[src/hw/rtl/qnns_pkg.sv]
// shared types, constants and codes of the quadtree node nibble store
`timescale 1ns / 1ps
package qnns_pkg;

  localparam int MAX_NODES = 1024;
  localparam int NODE_BITS = 4;
  localparam int IDX_W     = $clog2(MAX_NODES);
  localparam int CNT_W     = IDX_W + 1;

  localparam logic [CNT_W:0] MAX_NODES_C = (CNT_W + 1)'(MAX_NODES);

  typedef enum logic [2:0] {
    KIND_QUERY  = 3'd0,
    KIND_READ   = 3'd1,
    KIND_WRITE  = 3'd2,
    KIND_SET    = 3'd3,
    KIND_GAP    = 3'd4,
    KIND_REMOVE = 3'd5
  } kind_t;

  typedef enum logic [1:0] {
    ST_OK       = 2'd0,
    ST_ORDER    = 2'd1,
    ST_WHOLE    = 2'd2,
    ST_CAPACITY = 2'd3
  } status_t;

  typedef enum logic [3:0] {
    S_CLEAR,
    S_IDLE,
    S_SETWR,
    S_GMOVE,
    S_GZERO,
    S_RMOVE,
    S_RZERO,
    S_FRD,
    S_FOUT
  } state_t;

  typedef struct packed {
    logic [2:0]       kind;
    logic [IDX_W-1:0] node_idx;
    logic [IDX_W-1:0] range_end;
    logic [CNT_W-1:0] gap_nodes;
    logic [1:0]       child;
  } in_t;

  typedef struct packed {
    logic [NODE_BITS-1:0] node_bits;
    logic                 child_present;
    logic [2:0]           child_count;
    logic [CNT_W-1:0]     node_total;
    logic [1:0]           status;
  } out_t;

  typedef struct packed {
    logic                 we;
    logic [IDX_W-1:0]     waddr;
    logic [NODE_BITS-1:0] wdata;
    logic                 re;
    logic [IDX_W-1:0]     raddr;
  } mem_req_t;

  // one-hot node for a child code, child 0 in the top bit
  function automatic logic [NODE_BITS-1:0] one_hot(input logic [1:0] c);
    one_hot = NODE_BITS'(1) << (2'd3 - c);
  endfunction

endpackage

[src/hw/rtl/qnns_store.sv]
// node memory: one write port, one registered read port
`timescale 1ns / 1ps
module qnns_store
  import qnns_pkg::*;
(
  input  logic                 clk,
  input  mem_req_t             req,
  output logic [NODE_BITS-1:0] rdata
);

  logic [NODE_BITS-1:0] mem [MAX_NODES];

  // write port
  always_ff @(posedge clk) begin
    if (req.we) begin
      mem[req.waddr] <= req.wdata;
    end
  end

  // registered read port
  always_ff @(posedge clk) begin
    if (req.re) begin
      rdata <= mem[req.raddr];
    end
  end

endmodule

[config.mk]
export PLATFORM = sky130hd
export DESIGN_NAME = qnns_store
export DESIGN_NICKNAME = d
export VERILOG_FILES = /design/src/hw/rtl/qnns_pkg.sv /design/src/hw/rtl/qnns_store.sv
export SDC_FILE = /design/constraint.sdc
export NUM_CORES = 2
export LEC_CHECK = 0
export ABC_CLOCK_PERIOD_IN_PS = 4190
export CAP_MARGIN = 0
export CORE_UTILIZATION = 35
export DETAILED_ROUTE_END_ITERATION = 10
export DONT_BUFFER_PORTS = 1
export PLACE_DENSITY = 0.57
export SLEW_MARGIN = 20
export SYNTH_ARGS = -nofsm -noshare
export SYNTH_HDL_FRONTEND = slang
export SYNTH_SLANG_ARGS = --single-unit
export TNS_END_PERCENT = 50
[constraint.sdc]
create_clock -name clk -period 4.19 [get_ports clk]
set_clock_uncertainty 0.1 [all_clocks]
set_input_delay 0.2095 -clock clk [delete_from_list [all_inputs] [get_ports clk]]
set_output_delay 0.2095 -clock clk [all_outputs]
set_load 0.01 [all_outputs]
Yosys cells after proc, flatten, opt, wreduce, memory -nomap -nowiden

Memories as Yosys holds them, arrays and structs flattened. A register that Yosys moved wholly into a read port is not among the register bits.
Cells that the tools add are included.

Register bits after elaboration: 0
Memories kept: 1
Output and inout bits: 4
Memory bits (writable): 4096

Memory list:

| name | words | bits a word | read ports | clocked after Yosys merged registers in | wr ports | line             | source |
|---|---|---|---|---|---|---|---|
| mem  | 1024  | 4           | 1          | 1                                       | 1        | qnns_store.sv:11 | `logic [NODE_BITS-1:0] mem [MAX_NODES];` |

Mux-type cells: 2

Operator list:

| cell   | count |
|---|---|
| $mux 1 | 2 |

Longest topological paths before layout

Depth after elaboration: 2
Mapped depth: 17
Gate-level depth less buffers: 8

Least setup slack after synthesis

Ideal clock, no wire load.

Kind: input to register
From: input port req[0] in the netlist's numbering
To: register rdata[2] (read register of mem), data pin
Setup time: 0.268 ns
Setup slack: 1.160 ns
Stages on the path: 12
Data arrival time: 2.662 ns
Cell sequence: buf_6 -> buf_6 -> buf_6 -> buf_4 -> buf_2 -> mux4_2 -> a22oi_1 -> a21oi_1 -> nor4_1 -> a211oi_1 -> o41ai_1 -> nand4_1

RTL lines:

| item            | line            | source |
|---|---|---|
| start, declared | qnns_store.sv:7 | `input mem_req_t req,` |
| end, declared   | qnns_store.sv:8 | `output logic [NODE_BITS-1:0] rdata` |

==> metrics.log <==
INFO  metric outcome = complete, but fails checks
INFO  metric failed_checks = negative setup slack
INFO  metric numClockSinks = 4100
INFO  metric synth.ff_latch_count = 4100
INFO  metric switching_share = 21.8%
INFO  metric ir_worst_vdd = 0.348 mV
INFO  metric viasPerCell = 5.63
INFO  metric syn_avg_cell_area = 19.6 um^2
INFO  metric setup_repair_after_global_routing_missed_its_margin = no
INFO  metric worstPathCellList = buf_16 -> buf_16 -> buf_16 -> mux4_2 -> mux2_2 -> a22oi_1 -> o2111ai_1 -> o31ai_1 -> buf_4 -> nor4_1 -> nor2_1 -> o2111ai_1 -> dlygate4sd3_1
INFO  metric timing_worst_setup_path_type = in2reg
INFO  metric pwr-share-seq = 52.4%
INFO  metric timing.final.max_slew_violations = 0
INFO  metric synth_fp_nets = 8317
INFO  metric drv_cap = 0
INFO  metric n_fill_cell = 40788
INFO  metric hold_path_depth = 3
INFO  metric main_flop_type_after_synthesis = sky130_fd_sc_hd__edfxtp_1
INFO  metric path_clk_slew = 0.06 ns
INFO  metric power_density = 466 nW/um^2
INFO  metric critical_path.slowest_cell = sky130_fd_sc_hd__dlygate4sd3_1
INFO  metric layout.nets = 8570
INFO  metric ff2ff_path_depth = 12
INFO  metric hpwlAfterDp = 271 mm
INFO  metric tns = -0.0000182 ns
INFO  metric cpLargestDelayFamily = buffers and inverters
INFO  metric grt_max_degree = 799
INFO  metric wire_per_inst = 31.3 um
INFO  metric fin_crit_sh = 100%
INFO  metric mostFrequentLayoutCells = 4100 x sky130_fd_sc_hd__edfxtp_1, 1101 x sky130_fd_sc_hd__nor2_1, 875 x sky130_fd_sc_hd__mux4_2, 461 x sky130_fd_sc_hd__mux2i_1, 426 x sky130_fd_sc_hd__clkbuf_16
INFO  metric drcViolationCount = 0
INFO  metric std_cell_rows = 249
INFO  metric synth.yosys.warnings = 0
INFO  metric slew_headroom = 21.4%
INFO  metric die_height = 683 um
INFO  metric cp_data_required_time = 4.80 ns
INFO  metric crit_path_frequent_cell = sky130_fd_sc_hd__buf_16
INFO  metric clkPwrFrac = 42.6%
INFO  metric finalCriticalPeriod = 4.19 ns
INFO  metric hold_viol = 0
INFO  metric initial_antenna_violation_count = 41
INFO  metric slowest_stage_delay_cp = 0.60 ns
INFO  metric antenna_left = 0
INFO  metric finalSetupViolCount = 1
INFO  metric multi_input_comb_area = 36300 um^2
INFO  metric area.sequential = 123000 um^2
INFO  metric async_s_r_ff_share_synth = 0%
INFO  metric design.die.area = 466000 um^2
INFO  metric globalRoute.totalOverflow = 0
INFO  metric globalRouteTotalUtil = 19.8%
INFO  metric leakage_power = 56.9 nW
INFO  metric worst_slew_pin_slew = 1.17 ns
INFO  metric routed-via-count = 84806
INFO  metric critPathArrivalTime = 4.80 ns
INFO  metric placeableCoreArea = 460000 um^2
INFO  metric wl = 472 mm
INFO  metric synth_area = 162000 um^2
INFO  metric final_common_cell = sky130_fd_sc_hd__edfxtp_1
INFO  metric clock_tree.htree_level_count = 5
INFO  metric grt_pass1_wl = 662 mm
INFO  metric drive_above_1_share = 21.9%
INFO  metric endpoint_kind = flop
INFO  metric crit_buf_inv = 5
INFO  metric timing.critical_path.depth = 13
INFO  metric initial_utilization = 35.2%
INFO  metric cts_inserted_buffers = 420
INFO  metric dpl_worst_slack = -0.282 ns
INFO  metric synth_cell_types = 75
INFO  metric finish.utilization = 40.3%
INFO  metric ios = 31
INFO  metric clock_tree.buffer_depth = 4
INFO  metric seq_area_frac_synth = 75.9%
INFO  metric fp.dieW = 683 um
INFO  metric via_count_of_the_first_global_routing_pass = 85855
INFO  metric root_buffer = sky130_fd_sc_hd__clkbuf_16
INFO  metric power.combinational.fraction = 5.0%
INFO  metric synth_cells = 8290
INFO  metric clock_insertion_delay_worst_skew = 0.99 ns
INFO  metric initialDrtViolationCount = 11185
INFO  metric synth-edff-count = 4100
INFO  metric cts_tree = yes
INFO  metric total_power = 86.3 mW
INFO  metric io_buffer_count = 0
INFO  metric layout-area-overhead-vs-synth = 14.3%
INFO  metric drt_first_pass_iters = 5
INFO  metric finalWeightedCongestion = 0.826
INFO  metric timing.critical_path.from_type = input port
INFO  metric fin_ws = -0.0000182 ns
INFO  metric p_switching = 18.8 mW
INFO  metric internal = 67.5 mW
INFO  metric crit_path_max_fanout = 131
INFO  metric min-delay-path-class = in2reg
INFO  metric fmax = 0.239 GHz
## layout make-up
type / instances / share of cell area, %
Sequential cell: 4100 / 66.4
Multi-Input combinational cell: 3593 / 19.6
Clock buffer: 510 / 5.90
Tap cell: 6149 / 4.15
Timing Repair Buffer: 422 / 2.57
Clock inverter: 269 / 1.35
Antenna cell: 16 / 0.0216
Inverter: 6 / 0.0196
## registers in the layout, indices dropped and copies added (netlist names)
signal / cells
mem: 4096
rdata: 4
## worst min-delay path: stages
cell and delay [ns]:
sky130_fd_sc_hd__nor3_2 0.09, sky130_fd_sc_hd__nand3_4 0.38, sky130_fd_sc_hd__nor2_1 0.20
## synth_stat cells, types with 21 or more instances
| cell | n | area [um^2] |
|---|---|---|
| sky130_fd_sc_hd__a221oi_1 | 29 | 254 |
| sky130_fd_sc_hd__buf_2 | 64 | 320 |
| sky130_fd_sc_hd__o21ai_0 | 66 | 330 |
| sky130_fd_sc_hd__mux2i_1 | 461 | 4610 |
| sky130_fd_sc_hd__buf_6 | 81 | 912 |
| sky130_fd_sc_hd__a21oi_1 | 129 | 646 |
| sky130_fd_sc_hd__nor2_1 | 1103 | 4140 |
| sky130_fd_sc_hd__nand3_1 | 62 | 310 |
| sky130_fd_sc_hd__clkbuf_1 | 300 | 1130 |
| sky130_fd_sc_hd__nand2_1 | 166 | 623 |
| sky130_fd_sc_hd__edfxtp_1 | 4100 | 123000 |
| sky130_fd_sc_hd__o22ai_1 | 89 | 557 |
| sky130_fd_sc_hd__mux2_2 | 23 | 259 |
| sky130_fd_sc_hd__buf_1 | 84 | 315 |
| sky130_fd_sc_hd__buf_4 | 60 | 450 |
| sky130_fd_sc_hd__a22oi_1 | 80 | 601 |
| sky130_fd_sc_hd__o221ai_1 | 168 | 1470 |
| sky130_fd_sc_hd__nor4_1 | 21 | 131 |
| sky130_fd_sc_hd__nor3_1 | 100 | 500 |
| sky130_fd_sc_hd__mux4_2 | 875 | 19700 |
## power groups by stage
stage | Combinational (mW) | Sequential, mW | Clock, mW
after floorplan | 2.21 | 46.0 | 0
after global placement | 3.88 | 46.1 | 0
after detailed placement | 3.95 | 46.1 | 0
after CTS | 4.12 | 45.2 | 37.2
after global routing | 4.50 | 45.2 | 38.7
final | 4.32 | 45.2 | 36.8
## stage by stage
| stage | cell area, um^2 | std cells | hold slack [ns] |
|---|---|---|---|
| CTS | 185000 | 15034 | 0.00256 |
| detailed placement | 171000 | 14219 | 0.233 |
| finish | 185000 | 15065 | 0.0574 |
| global placement | 171000 | 14214 | 0.233 |
| floorplan | 162000 | 8290 | 0.208 |
| global route | 185000 | 15054 | 0.0210 |
## path summary, 6_finish.rpt
kind,from,slack (ns),to
setup reg to reg,mem[915][3]$_DFFE_PP_,0.31,rdata[3]$_DFFE_PP_
hold reg to reg,mem[511][2]$_DFFE_PP_,1.06,rdata[2]$_DFFE_PP_
setup / recovery,req[1],-0.00002,rdata[3]$_DFFE_PP_
hold / removal,req[18],0.06,mem[33][3]$_DFFE_PP_
## metal layers
layer	GRT usage (%)	vias up	wire, um
met4	6.49	10	16600
met1	26.8	45352	186000
met3	3.61	784	42000
met5	0	-	76
li1	-	34515	-
met2	32.4	4145	227000
## cells by family (layout without fill, tap and decap cells)
logic type,count (synthesis),count (layout),synth area share [%]
muxes,1359,1359,15.2
other,0,16,0
AOI/OAI and AO/OA,674,674,2.96
and+or+nand+nor,1560,1560,3.99
DFF,4100,4100,75.9
buffers and inverters,597,1207,1.96
## repair_timing
item,in CTS,in global routing
hold buffers,36,1
setup buffers,0,0
endpoints found under the hold margin,1733,324
gates resized for setup,0,2
endpoints found under the setup margin,0,4
No activity file was read; power rests on OpenSTA's default activity.
